### config.mk
export PLATFORM = sky130hd
export DESIGN_NAME = three_wire_rtc_serial_master_unit
export DESIGN_NICKNAME = d
export VERILOG_FILES = /design/src/hdl/rtc3w_pkg.sv /design/src/hdl/rtc3w_core.sv /design/src/hdl/rtc3w_out_stage.sv /design/src/hdl/three_wire_rtc_serial_master_unit.sv
export SDC_FILE = /design/constraint.sdc
export NUM_CORES = 1
export LEC_CHECK = 0
export BUFFER_PORTS_ARGS = -buffer_cell sky130_fd_sc_hd__buf_2
export CAP_MARGIN = 0
export CORE_MARGIN = 3
export CORE_UTILIZATION = 36
export CTS_BUF_LIST = sky130_fd_sc_hd__clkbuf_16
export DETAILED_ROUTE_END_ITERATION = 6
export GPL_TIMING_DRIVEN = 0
export PLACE_DENSITY = 0.6
export SLEW_MARGIN = 20
export SYNTH_ARGS = -nofsm -noshare
export SYNTH_HDL_FRONTEND = slang
export SYNTH_SLANG_ARGS = --single-unit
### constraint.sdc
create_clock -name clk -period 7.9 [get_ports clk]
set_input_delay 0.395 -clock clk [delete_from_list [all_inputs] [get_ports clk]]
set_output_delay 0.395 -clock clk [all_outputs]
set_load 0.01 [all_outputs]
### src/hdl/rtc3w_pkg.sv
`timescale 1ns / 1ps

package rtc3w_pkg;

    // Final bit phase: high half of bit 15
    localparam logic [5:0] LAST_PHASE = 6'd32;

    // First bit index that is sampled on a read transfer
    localparam logic [4:0] FIRST_READ_BIT = 5'd8;

    // Register indexes on the configuration port
    localparam logic REG_HALF_PERIOD = 1'b0;

    // Reset value of the half-period register
    localparam logic [7:0] HALF_PERIOD_RESET = 8'd1;

    // One tick of input, as unpacked from the slave-side beat
    typedef struct packed {
        logic       data_pin_in;
        logic [7:0] write_data;
        logic [7:0] command_byte;
        logic       start_req;
    } tick_t;

    // One result beat; packed order puts enable_pin in bit 0
    typedef struct packed {
        logic [6:0] read_decoded;
        logic [7:0] read_raw;
        logic       done_res;
        logic       busy_res;
        logic       data_pin_drive;
        logic       data_pin_out;
        logic       clock_pin;
        logic       enable_pin;
    } result_t;

    // Read the hex form of a byte as decimal digits, stopping at the first
    // digit above nine
    function automatic logic [6:0] decode_hex_as_decimal(input logic [7:0] v);
        logic [3:0] hi;
        logic [3:0] lo;
        logic [6:0] res;
        hi = v[7:4];
        lo = v[3:0];
        if (hi == 4'd0)
        begin
            res = (lo <= 4'd9) ? {3'b000, lo} : 7'd0;
        end
        else if (hi > 4'd9)
        begin
            res = 7'd0;
        end
        else if (lo > 4'd9)
        begin
            res = {3'b000, hi};
        end
        else
        begin
            res = 7'({3'b000, hi} * 7'd10 + {3'b000, lo});
        end
        return res;
    endfunction

endpackage

### src/hdl/rtc3w_core.sv
`timescale 1ns / 1ps

module rtc3w_core
(
    input  logic                clk,
    input  logic                rst_n,
    input  logic                advance,
    input  rtc3w_pkg::tick_t    tick,
    input  logic [7:0]          half_period,
    output rtc3w_pkg::result_t  result
);

    logic [7:0]  tick_count_reg;
    logic [7:0]  tick_count_next;
    logic [5:0]  phase_count_reg;
    logic [5:0]  phase_count_next;
    logic [15:0] shift_out_reg;
    logic [15:0] shift_out_next;
    logic [7:0]  shift_in_reg;
    logic [7:0]  shift_in_next;
    logic        is_read_reg;
    logic        is_read_next;
    logic        active_reg;
    logic        active_next;
    logic [7:0]  last_read_reg;
    logic [7:0]  last_read_next;

    logic        start_now;
    logic        act;
    logic        isr;
    logic [15:0] so;
    logic [7:0]  si;
    logic [5:0]  ph;
    logic [7:0]  tc;
    logic [7:0]  h;
    logic        last;
    logic [5:0]  ph_m1;
    logic        high;
    logic        reading;
    logic        en;
    logic        clk_lvl;
    logic        dout;
    logic        drv;
    logic        done;

    // Work out one tick: latch a start, then step the current phase
    always_comb
    begin
        start_now = !active_reg && tick.start_req;
        act       = active_reg || start_now;
        isr       = start_now ? tick.command_byte[0] : is_read_reg;
        so        = start_now ? {tick.write_data, tick.command_byte} : shift_out_reg;
        si        = start_now ? 8'd0 : shift_in_reg;
        ph        = start_now ? 6'd0 : phase_count_reg;
        tc        = start_now ? 8'd0 : tick_count_reg;

        h         = (half_period == 8'd0) ? 8'd1 : half_period;
        last      = ({1'b0, tc} + 9'd1) >= {1'b0, h};
        ph_m1     = ph - 6'd1;
        high      = ph_m1[0];
        reading   = isr && (ph_m1[5:1] >= rtc3w_pkg::FIRST_READ_BIT);

        en        = 1'b0;
        clk_lvl   = 1'b0;
        dout      = 1'b0;
        drv       = 1'b0;
        done      = 1'b0;

        is_read_next     = isr;
        shift_out_next   = so;
        shift_in_next    = si;
        phase_count_next = ph;
        tick_count_next  = tc;
        active_next      = act;
        last_read_next   = last_read_reg;

        if (act)
        begin
            // Drive the lines inside the bit phases
            if (ph != 6'd0)
            begin
                en      = 1'b1;
                clk_lvl = high;
                if (!reading)
                begin
                    drv  = 1'b1;
                    dout = so[0];
                end
                if (reading && !high && last)
                begin
                    shift_in_next = {tick.data_pin_in, si[7:1]};
                end
                if (high && last)
                begin
                    shift_out_next = {1'b0, so[15:1]};
                end
            end

            // Advance the tick and phase counters
            if (last)
            begin
                tick_count_next = 8'd0;
                if (ph >= rtc3w_pkg::LAST_PHASE)
                begin
                    done             = 1'b1;
                    active_next      = 1'b0;
                    phase_count_next = 6'd0;
                    if (isr)
                    begin
                        last_read_next = si;
                    end
                end
                else
                begin
                    phase_count_next = ph + 6'd1;
                end
            end
            else
            begin
                tick_count_next = tc + 8'd1;
            end
        end

        result.enable_pin     = en;
        result.clock_pin      = clk_lvl;
        result.data_pin_out   = dout;
        result.data_pin_drive = drv;
        result.busy_res       = act;
        result.done_res       = done;
        result.read_raw       = last_read_next;
        result.read_decoded   = rtc3w_pkg::decode_hex_as_decimal(last_read_next);
    end

    // Hold state between ticks; advance on each accepted beat
    always_ff @(posedge clk or negedge rst_n)
    begin
        if (!rst_n)
        begin
            tick_count_reg  <= 8'd0;
            phase_count_reg <= 6'd0;
            shift_out_reg   <= 16'd0;
            shift_in_reg    <= 8'd0;
            is_read_reg     <= 1'b0;
            active_reg      <= 1'b0;
            last_read_reg   <= 8'd0;
        end
        else if (advance)
        begin
            tick_count_reg  <= tick_count_next;
            phase_count_reg <= phase_count_next;
            shift_out_reg   <= shift_out_next;
            shift_in_reg    <= shift_in_next;
            is_read_reg     <= is_read_next;
            active_reg      <= active_next;
            last_read_reg   <= last_read_next;
        end
    end

`ifndef SYNTHESIS
    a_phase_range: assert property (@(posedge clk) disable iff (!rst_n)
        phase_count_reg <= rtc3w_pkg::LAST_PHASE)
        else $error("phase count past last phase");

    a_done_ends: assert property (@(posedge clk) disable iff (!rst_n)
        (advance && result.done_res) |=> !active_reg)
        else $error("transfer still active after done");

    a_enable_busy: assert property (@(posedge clk) disable iff (!rst_n)
        (result.enable_pin || result.done_res) |-> result.busy_res)
        else $error("enable or done outside a transfer");

    a_release_low: assert property (@(posedge clk) disable iff (!rst_n)
        !result.data_pin_drive |-> !result.data_pin_out)
        else $error("data driven high while released");
`endif

endmodule

### src/hdl/rtc3w_out_stage.sv
`timescale 1ns / 1ps

module rtc3w_out_stage
(
    input  logic                clk,
    input  logic                rst_n,
    input  logic                load,
    input  rtc3w_pkg::result_t  result,
    input  logic                take,
    output logic                room,
    output logic                valid,
    output rtc3w_pkg::result_t  data
);

    logic               valid_reg;
    logic               valid_next;
    rtc3w_pkg::result_t data_reg;

    // Accept a new result when empty or when the held one leaves this cycle
    assign room = !valid_reg || take;

    always_comb
    begin
        valid_next = valid_reg;
        if (load)
        begin
            valid_next = 1'b1;
        end
        else if (take)
        begin
            valid_next = 1'b0;
        end
    end

    // Hold the flag under reset; the payload needs none
    always_ff @(posedge clk or negedge rst_n)
    begin
        if (!rst_n)
        begin
            valid_reg <= 1'b0;
        end
        else
        begin
            valid_reg <= valid_next;
        end
    end

    always_ff @(posedge clk)
    begin
        if (load)
        begin
            data_reg <= result;
        end
    end

    assign valid = valid_reg;
    assign data  = data_reg;

endmodule

### src/hdl/three_wire_rtc_serial_master_unit.sv
`timescale 1ns / 1ps
// Channel   Dir  Signals                                   Beat
// s_axis    in   s_tvalid s_tready s_tdata[23:0]            one time tick
// m_axis    out  m_tvalid m_tready m_tdata[23:0]            one result per tick
// apb       in   psel penable pwrite paddr pwdata prdata    half_period_ticks
//
// Each tick beat's result lands in the output register on the same edge that
// takes the beat, so one beat per cycle flows while m_tready holds.
// The output register stalls the input side only while its result waits.
// rst_n clears the transfer state, the held result flag and sets the half
// period to one tick.

module three_wire_rtc_serial_master_unit
(
    input  logic        clk,
    input  logic        rst_n,

    input  logic        s_tvalid,
    output logic        s_tready,
    // [0] start_req, [8:1] command_byte, [16:9] write_data, [17] data_pin_in,
    // [23:18] zero
    input  logic [23:0] s_tdata,

    output logic        m_tvalid,
    input  logic        m_tready,
    // [0] enable_pin, [1] clock_pin, [2] data_pin_out, [3] data_pin_drive,
    // [4] busy_res, [5] done_res, [13:6] read_raw, [20:14] read_decoded,
    // [23:21] zero
    output logic [23:0] m_tdata,

    input  logic        psel,
    input  logic        penable,
    input  logic        pwrite,
    input  logic [2:0]  paddr,
    input  logic [31:0] pwdata,
    output logic [31:0] prdata,
    output logic        pready
);

    logic               half_period_sel;
    logic [7:0]         half_period_q_reg;
    logic               cfg_write;
    logic               accept;
    logic               take;
    rtc3w_pkg::tick_t   tick;
    rtc3w_pkg::result_t result;
    rtc3w_pkg::result_t out_data;

    // Configuration register write and read-back
    assign pready    = 1'b1;
    assign cfg_write = psel && penable && pwrite && pready;
    assign half_period_sel = (paddr[2] == rtc3w_pkg::REG_HALF_PERIOD);

    always_ff @(posedge clk or negedge rst_n)
    begin
        if (!rst_n)
        begin
            half_period_q_reg <= rtc3w_pkg::HALF_PERIOD_RESET;
        end
        else if (cfg_write && half_period_sel)
        begin
            half_period_q_reg <= pwdata[7:0];
        end
    end

    assign prdata = half_period_sel ? {24'd0, half_period_q_reg} : 32'd0;

    // Unpack the tick beat and step the master
    assign tick   = rtc3w_pkg::tick_t'(s_tdata[17:0]);
    assign accept = s_tvalid && s_tready;
    assign take   = m_tvalid && m_tready;

    rtc3w_core u_core
    (
        .clk         (clk),
        .rst_n       (rst_n),
        .advance     (accept),
        .tick        (tick),
        .half_period (half_period_q_reg),
        .result      (result)
    );

    rtc3w_out_stage u_out
    (
        .clk    (clk),
        .rst_n  (rst_n),
        .load   (accept),
        .result (result),
        .take   (take),
        .room   (s_tready),
        .valid  (m_tvalid),
        .data   (out_data)
    );

    assign m_tdata = {3'b000, out_data};

endmodule
==> impl_results.md, run 1 <==
- Status: completed
- Synthesized area: 4650 µm²
- IO Count: 125
- Crit path from: u_core.active_reg
- Part of the Yosys area used for sequential elements: 0.442
- CTS tree: yes
- Initial antenna violation count: 0
- Fmax achieved: 194 MHz
- Clock Skews: 0.0124 ns
- WP data arrival: 5.24 ns
- Pwr Total: 1.30 mW
- Routed len/inst: 14.7 µm
- Syn. warnings: 0
- Cell count after placement: 713
- Total track usage: 0.152
- Synthesized instance count: 456
- Total of max-cap violations: 0
- Largest net degree at the start of global routing: 58
- Die area: 14300 µm²
- TritonCTS Buffers: 9
- Critical path required time: 7.98 ns
- Slowest library cell on the worst path: a31oi_1
- Number of flip-flops under the largest register name: 21
- Switching Share: 0.321
- Final Util: 0.452
- Fillcell total: 1223
- H-tree Lvls: 3
- Leak Pwr: 2.52 nW
- Worst hold path class: in2async
- Final nets: 639
- Fraction of layout cells with a size suffix above 1: 0.285
- Flop pwr share: 0.426
- Unrepaired setup endpoints after global routing: false
- Yosys top cell area share: 0.301
- Starting Density: 0.378
- Clock Tree Buf Depth: 2
- Worst reg2reg path startpoint: u_core.active_reg
- Die width: 120 µm
- Initial DRT Pass Iterations: 5
- Via count: 3637
- Worst skew pair latency: 0.34 ns
- Power share of the combinational group: 0.266
- Final hold violation count: 0
- Cts hold-fix bufs: 0
- Async SR Flop Fraction: 0.731
- Worst-Margin Slew: 0.747 ns
- Routed WL: 10.7 mm
- Final instance area: 5560 µm²
- Vias in the first global route: 3467
- Crit-path max cell delay: 0.47 ns
- Ys flop type: dfrtp_1
- Reg2Reg Setup Slack: 2.75 ns
- Sw Pwr: 0.418 mW
- Reg2reg path depth: 18
- Sink Count: 78
- Cell Count, Final, Fillers Out: 729
- DRC: 0
- Number of enable flip-flop cells after synthesis: 21
- Critical path launch point type: flip-flop
- ANT cells: 0
- Pint: 0.885 mW
- Hpwl dp: 7.80 mm
- Total grt overflow: 0
- Core area: 12300 µm²
- Worst setup EP type: flip-flop
- Post-route minimum period: 5.15 ns
- Crit share post-route: 0.653
- Register bit total from synthesis: 78
- PortBufs: 63
- Count leader, synth: dfrtp_1
- Total Neg Setup Slack: 0 ns
- CTS clock-pin slew for the worst setup and hold paths: 0.07 ns
- Syn-to-layout area delta: 19.6%
- Placer Congestion: 0.883
- Worst setup slack after layout: 2.75 ns
- Slew headroom: 0.502
- Post-Place Worst Slack: 2.64 ns
- Cells along the critical path: nor2b_1 -> clkbuf_1 -> clkbuf_1 -> nor2_1 -> ha_1 -> a21oi_1 -> o21ai_0 -> a31oi_1 -> o22ai_4 -> buf_12 -> mux2i_1 -> inv_1 -> xnor2_1 -> ha_1 -> and4bb_2 -> a2111oi_4 -> o21ai_0 -> nor3b_2
- Clock root cell: clkbuf_16
- CTS resizes: 0
- Antenna Nets Post-Route: 0
- Chip height: 120 µm
- Synth area leader: dfrtp_1
- Worst hold slack: 0.120 ns
- R2r endpoint: u_out.data[20]
- Worst VDD drop: 0.133 mV
- First-pass GRT wire length: 17.6 mm
- Critical path type: reg2reg
- DRT iter0 DRCs: 204
- Crit Path Max Fanout: 10
- Clk pwr share: 0.307
- Synth top area cells: dfrtp_1 30%, edfxtp_1 14%, mux2_2 7.0%
- Site Rows: 40
- Commonest cells in the netlist: 56 x dfrtp_1, 51 x nand2_1, 41 x nor2_1
- Max Slew Vio Count: 0
- Area after DPL: 5280 µm²
- # setup viols final: 0
- Post-CTS Setup Bufs: 0
- Power per cell area: 234 nW/µm²
- Vias per inst: 4.99
- Synth cell types: 68
- Avg Synthesized Cell Area: 10.2 µm²
-- how the worst max path moves through the flow --
stage                           to  cells after the start
floorplan           u_out.data[20]                     18
global placement    u_out.data[20]                     19
detailed placement  u_out.data[20]                     19
CTS                 u_out.data[20]                     18
global route        u_out.data[20]                     18
finish              u_out.data[20]                     18
-- critical path: cells and delay by family, from the launching register on --
family / cells / cell delay [ns]
compound gates: 6 / 1.44
simple gates: 4 / 0.67
xor+xnor: 1 / 0.22
fa+ha+maj: 2 / 0.62
flops: 1 / 0.45
mux: 1 / 0.38
buf+inv: 4 / 1.12
-- layer usage --
metal,part of all wire,vias up,track usage
met4,0.012,0,0.0472
met5,0,-,0
met1,0.45,1760,0.199
li1,-,1775,-
met2,0.49,89,0.252
met3,0.046,13,0.0335
-- cell families after synthesis --
logic type / share of synthesized area
other: 0.00161
adders and majority gates: 0.0473
AOI/OAI and AO/OA: 0.151
muxes: 0.0998
buffers and inverters: 0.0826
DFF: 0.442
xor gates and xnor gates: 0.0282
and+or+nand+nor: 0.147
-- power by group through the flow --
stage | sequential (mW) | clock [mW] | combinational (mW)
2_1_floorplan | 0.550 | 0 | 0.253
3_3_place_gp | 0.557 | 0 | 0.336
3_5_place_dp | 0.561 | 0 | 0.347
4_1_cts | 0.554 | 0.410 | 0.349
5_1_grt | 0.566 | 0.429 | 0.393
6_report | 0.555 | 0.401 | 0.347
-- area by class of cell --
cell class / instances / area [µm²] / area share
multi-input combinational: 337 / 2310 / 0.415
sequential: 78 / 2060 / 0.370
timing repair buffer: 63 / 318 / 0.0571
buffer: 47 / 310 / 0.0558
clock buffer: 9 / 225 / 0.0405
tap: 168 / 210 / 0.0378
inverter: 20 / 75.1 / 0.0135
clock inverter: 7 / 58.8 / 0.0106
-- cells in the final DEF, fill, tap and decap left out, types with 8 or more instances in the layout --
cell type,n
a21oi_1,21
nand3_1,10
clkbuf_16,9
inv_1,22
xnor2_1,8
o22ai_1,15
nand2_1,51
buf_4,29
mux2i_1,10
nor2_1,41
clkbuf_1,12
edfxtp_1,21
mux2_2,29
ha_1,16
buf_2,65
dfrtp_1,56
conb_1,28
o21ai_0,17
a22o_1,9
Power figures use the tool's default switching activity.
==> run 2: changes to the inputs <==
==> constraint.sdc (replaced) <==
create_clock -name clk -period 4.79 [get_ports clk]
set_input_delay 0.2395 -clock clk [delete_from_list [all_inputs] [get_ports clk]]
set_output_delay 0.2395 -clock clk [all_outputs]
set_load 0.01 [all_outputs]
==> run 2 against run 1 <==
Compared with the run above:
- sequential power rose by 65%
- utilization rose by 0.54 points
- sequential cell count did not move
- sequential share of layout area fell by 0.44 points
- largest cell class unchanged
- largest power group unchanged
==> impl_results.md, run 2 (same netlist as run 1, synthesis figures left out) <==
- Routed WL: 10.8 mm
- Reg2reg path depth: 18
- Worst hold path class: in2reg
- Final nets: 642
- Total of max-cap violations: 0
- Antenna Nets Post-Route: 0
- Leak Pwr: 2.55 nW
- Most frequent cells in the layout: 66 x buf_2, 56 x dfrtp_1, 51 x nand2_1, 41 x nor2_1, 31 x buf_4
- Fillcell total: 1223
- Placer Congestion: 0.883
- Hpwl dp: 7.80 mm
- Final instance area: 5630 µm²
- Via count: 3625
- Routed len/inst: 14.7 µm
- Worst hold endpoint: u_out.valid
- Slew headroom: 0.500
- DRT iter0 DRCs: 199
- Most common cell after layout, fill and taps aside: buf_2
- Post-Place Worst Slack: -0.372 ns
- Max Slew Vio Count: 0
- Syn-to-layout area delta: 21.0%
- Vias per inst: 4.95
- Flop pwr share: 0.425
- Core area: 12300 µm²
- Worst skew pair latency: 0.34 ns
- Final hold violation count: 0
- Pwr Total: 2.15 mW
- Hold Crit Depth: 2
- PortBufs: 63
- IO Count: 125
- Crit share post-route: 0.947
- Worst setup EP type: flip-flop
- Worst reg2reg path startpoint: u_core.active_reg
- Pint: 1.46 mW
- Critical path required time: 4.87 ns
- Critical path type: reg2reg
- Die width: 120 µm
- Critical path launch point type: flip-flop
- Initial antenna violation count: 0
- Switching Share: 0.320
- Area after DPL: 5280 µm²
- R2r endpoint: u_out.data[18]
- Crit-path max cell delay: 0.45 ns
- Clock Skews: 0.0134 ns
- Total track usage: 0.152
- CTS clock-pin slew for the worst setup and hold paths: 0.06 ns
- Number of flip-flops under the largest register name: 21
- Clk pwr share: 0.306
- Reg2Reg Setup Slack: 0.26 ns
- Most used cell, CP: ha_1
- Fmax achieved: 221 MHz
- Slowest library cell on the worst path: dfrtp_1
- Worst setup slack after layout: 0.256 ns
- Power per cell area: 383 nW/µm²
- Clock Tree Buf Depth: 2
- Crit Path Max Fanout: 10
- Hold_sp: s_tvalid
- TritonCTS Buffers: 9
- WP data arrival: 4.61 ns
- Vias in the first global route: 3469
- # setup viols final: 0
- H-tree Lvls: 3
- Status: completed
- First-pass GRT wire length: 17.6 mm
- Site Rows: 40
- Die area: 14300 µm²
- Worst-Margin Slew: 0.750 ns
- Fraction of layout cells with a size suffix above 1: 0.300
- Initial DRT Pass Iterations: 4
- Post-route minimum period: 4.53 ns
- Clock root cell: clkbuf_16
- ANT cells: 0
- Total grt overflow: 0
- Chip height: 120 µm
- Power share of the combinational group: 0.269
- DRC: 0
- Largest net degree at the start of global routing: 58
- Sw Pwr: 0.690 mW
- Sink Count: 78
- Worst VDD drop: 0.221 mV
- Starting Density: 0.378
- CTS tree: yes
- Cells along the critical path: nand2b_1 -> buf_2 -> and2_2 -> ha_1 -> nor2b_1 -> o21ai_0 -> a31oi_2 -> o22ai_4 -> buf_12 -> buf_6 -> mux2i_4 -> xnor2_1 -> ha_1 -> nor4b_2 -> a2111oi_4 -> buf_4 -> or2_1 -> a21oi_1
==> run 2: changes by cell type in the layout (fill, tap and decap cells not counted), sizes merged <==
cell	change
clkbuf	-1
dlygate4sd3	+1
buf	+3
==> run 2: worst max-delay path: cells and delay by family (launching register included) <==
family / cells / cell delay, ns
muxes: 1 / 0.30
and+or+nand+nor: 5 / 0.86
DFF: 1 / 0.45
adders and majority gates: 2 / 0.58
AOI/OAI and AO/OA: 5 / 1.13
xor gates and xnor gates: 1 / 0.18
buffers and inverters: 4 / 0.81
==> run 2: per-stage QoR <==
stage	hold slack [ns]	setup TNS [ns]	std cells	utilization
3_3_place_gp	0.452	-0.611	713	0.428
2_1_floorplan	-0.0561	0	482	-
6_report	0.119	0	732	0.457
3_5_place_dp	0.358	-0.706	713	0.429
4_1_cts	0.108	0	730	0.454
5_1_grt	0.125	-0.0339	732	0.457
==> run 2: cell type report <==
type                    instances  area, µm²  share of cell area
clock buffers                   9        225              0.0400
multi-input cells             337       2340               0.416
inverters                      20       75.1              0.0133
clock inverters                 7       58.8              0.0104
plain buffers                  47        317              0.0562
repair buffers                 66        343              0.0609
flip-flops and latches         78       2060               0.366
well taps                     168        210              0.0373
==> run 2: power groups by stage <==
stage / Clock (mW) / Combinational [mW] / Sequential (mW)
after floorplan: 0 / 0.418 / 0.908
after global placement: 0 / 0.555 / 0.919
after detailed placement: 0 / 0.572 / 0.925
after CTS: 0.676 / 0.584 / 0.914
after global routing: 0.708 / 0.656 / 0.933
final: 0.659 / 0.579 / 0.915
==> run 2: worst max-delay path by stage <==
stage                                  start        endpoint  slack, ns  depth (start not counted)
CTS                        u_core.active_reg  u_out.data[20]       0.05                         17
detailed placement         u_core.active_reg  u_out.data[20]      -0.37                         18
global placement           u_core.active_reg  u_out.data[20]      -0.35                         18
finish                     u_core.active_reg  u_out.data[18]       0.26                         18
global route        u_core.tick_count_reg[0]  u_out.data[18]      -0.02                         19
floorplan                  u_core.active_reg  u_out.data[20]       0.48                         18
==> run 2: layer usage <==
layer / share of wire / track usage
met5: 0 / 0
met4: 0.010 / 0.0480
met3: 0.047 / 0.0339
met2: 0.50 / 0.252
met1: 0.44 / 0.199
==> run 2: what timing repair did <==
item / in CTS / in global routing
endpoints found under the setup margin: 3 / 2
hold buffers: 1 / 0
resized for setup: 6 / 6
endpoints found under the hold margin: 23 / 0
buffers inserted: 0 / 2
pin swaps: 0 / 2
==> run 3: changes to the inputs <==
--- a/config.mk
+++ b/config.mk
@@ -6,7 +6,7 @@
 export NUM_CORES = 1
 export LEC_CHECK = 0
 export BUFFER_PORTS_ARGS = -buffer_cell sky130_fd_sc_hd__buf_2
-export CAP_MARGIN = 0
+export CAP_MARGIN = 20
 export CORE_MARGIN = 3
 export CORE_UTILIZATION = 36
 export CTS_BUF_LIST = sky130_fd_sc_hd__clkbuf_16
==> constraint.sdc (replaced) <==
create_clock -name clk -period 4.79 [get_ports clk]
set_input_delay 0.958 -clock clk [delete_from_list [all_inputs] [get_ports clk]]
set_output_delay 0.958 -clock clk [all_outputs]
set_load 0.01 [all_outputs]
==> run 3 against run 2 <==
Compared with the run above:
- maximum frequency down 0.54%
- largest power group unchanged
- clock power is 11% higher
- register-to-register slack improved by 0.11 ns
- worst hold slack improved by 0.37 ns
- critical endpoint is now u_out.data[20]
- sequential share of layout area is 0.60 points lower
- final cell count increased by 0.41%
- routed wire length fell by 0.69%
- critical path depth is 1 higher
- first-iteration DRC count up 21%
==> impl_results.md, run 3 (same netlist as run 1, synthesis figures left out) <==
- Status: completed
- Vias in the first global route: 3512
- Worst hold slack: 0.488 ns
- Clock root cell: clkbuf_16
- H-tree Lvls: 3
- Most used cell, CP: ha_1
- Placer Congestion: 0.879
- Hpwl dp: 7.83 mm
- Flop pwr share: 0.408
- Chip height: 120 µm
- Via count: 3553
- Final hold violation count: 0
- Max Slew Vio Count: 0
- Antenna Nets Post-Route: 0
- Crit Path Max Fanout: 10
- Final nets: 645
- Clock Tree Buf Depth: 2
- Worst skew pair latency: 0.33 ns
- Total Neg Setup Slack: 0 ns
- Most frequent cells in the layout: 65 x buf_2, 56 x dfrtp_1, 51 x nand2_1, 41 x nor2_1, 37 x buf_4
- Routed WL: 10.7 mm
- WP data arrival: 4.64 ns
- # setup viols final: 0
- Clk pwr share: 0.326
- Crit-path max cell delay: 0.43 ns
- Sink Count: 78
- Critical path type: in2reg
- Total of max-cap violations: 0
- Pwr Total: 2.24 mW
- TritonCTS Buffers: 9
- PortBufs: 63
- Most common cell after layout, fill and taps aside: buf_2
- Critical path launch point type: primary input
- Number of flip-flops under the largest register name: 21
- Leak Pwr: 2.59 nW
- Total track usage: 0.152
- Final Util: 0.465
- Final instance area: 5720 µm²
- Pint: 1.54 mW
- DRT iter0 DRCs: 240
- CTS clock-pin slew for the worst setup and hold paths: 0.06 ns
- Post-route minimum period: 4.56 ns
- Fraction of layout cells with a size suffix above 1: 0.314
- CTS tree: yes
- Power per cell area: 391 nW/µm²
- Starting Density: 0.378
- Largest net degree at the start of global routing: 58
- Power share of the combinational group: 0.266
- Total grt overflow: 0
- Reg2Reg Setup Slack: 0.37 ns
- Worst setup EP type: flip-flop
- Initial antenna violation count: 0
- Slowest library cell on the worst path: fa_1
- IO Count: 125
- Die area: 14300 µm²
- Vias per inst: 4.83
- Crit share post-route: 0.952
- Worst VDD drop: 0.154 mV
- DRC: 0
- Initial DRT Pass Iterations: 4
- Worst-Margin Slew: 0.757 ns
- Worst hold path class: reg2reg
- Switching Share: 0.313
- Clock Skews: 0.00725 ns
- Slew headroom: 0.491
- Sw Pwr: 0.702 mW
- Critical path required time: 4.87 ns
- Syn-to-layout area delta: 23.0%
- ANT cells: 0
- Core area: 12300 µm²
- Area after DPL: 5290 µm²
- Fmax achieved: 219 MHz
- First-pass GRT wire length: 17.8 mm
- Routed len/inst: 14.5 µm
- Cells along the critical path: buf_2 -> nor2b_1 -> buf_4 -> clkbuf_8 -> nor2_1 -> ha_1 -> o21a_1 -> o21ai_1 -> or2_2 -> o22ai_4 -> buf_12 -> mux2_2 -> ha_1 -> ha_1 -> inv_1 -> fa_1 -> nand2b_1 -> nor3_2 -> nor3b_2
- Die width: 120 µm
- Site Rows: 40
## run 3: final cells by class
class                   instances  area [µm²]
well taps                     168         210
multi-input cells             337        2360
plain buffers                  47         332
repair buffers                 69         363
fillers                      1194        6590
clock buffers                   9         225
flip-flops and latches         78        2060
clock inverters                 7        98.8
inverters                      20        75.1
## run 3: path summary, 6_finish.rpt
kind | from | cells after the start | end
worst max register to register | u_core.tick_count_reg[0] | 18 | u_out.data[20]
min in group asynchronous | rst_n | 1 | u_core.shift_in_reg[1]
max in group asynchronous | rst_n | 1 | u_core.last_read_reg[6]
worst min-delay path | u_core.last_read_reg[0] | 2 | u_core.last_read_reg[0]
worst max-delay path | s_tdata[0] | 19 | u_out.data[20]
worst min register to register | u_core.last_read_reg[0] | 2 | u_core.last_read_reg[0]
## run 3: power by group through the flow
stage                     clock network [mW]  logic (mW)  registers (mW)
after floorplan                            0       0.425           0.908
after global placement                     0       0.563           0.919
after detailed placement                   0       0.580           0.924
after CTS                              0.755       0.584           0.913
after global routing                   0.779       0.671           0.934
final                                  0.731       0.595           0.914
## run 3: critical path: cells and delay by family
kind,cells,cell delay [ns]
mux,1,0.40
compound gates,3,0.44
fa+ha+maj,4,1.21
simple gates,6,0.94
buf+inv,5,0.70
## run 3: timing repair
action                     4_1_cts  5_1_grt
gates resized for setup          9       11
hold buffers                     0        0
pin swaps                        1        3
setup buffers                    0        6
setup endpoints to repair        3        3
## run 3: layer usage
metal | part of all wire | wire length (µm) | GRT usage | up-vias
li1 | - | - | - | 1786
met1 | 0.46 | 4910 | 0.201 | 1666
met2 | 0.48 | 5180 | 0.253 | 93
met3 | 0.046 | 489 | 0.0339 | 8
met4 | 0.011 | 113 | 0.0437 | 0
met5 | 0 | 0 | 0 | -
## run 3: per-stage QoR
stage               instances  worst slack [ns]
floorplan                 482            0.0694
global placement          713            -0.728
detailed placement        713            -0.745
CTS                       729           0.00276
global route              735          -0.00562
finish                    735             0.231
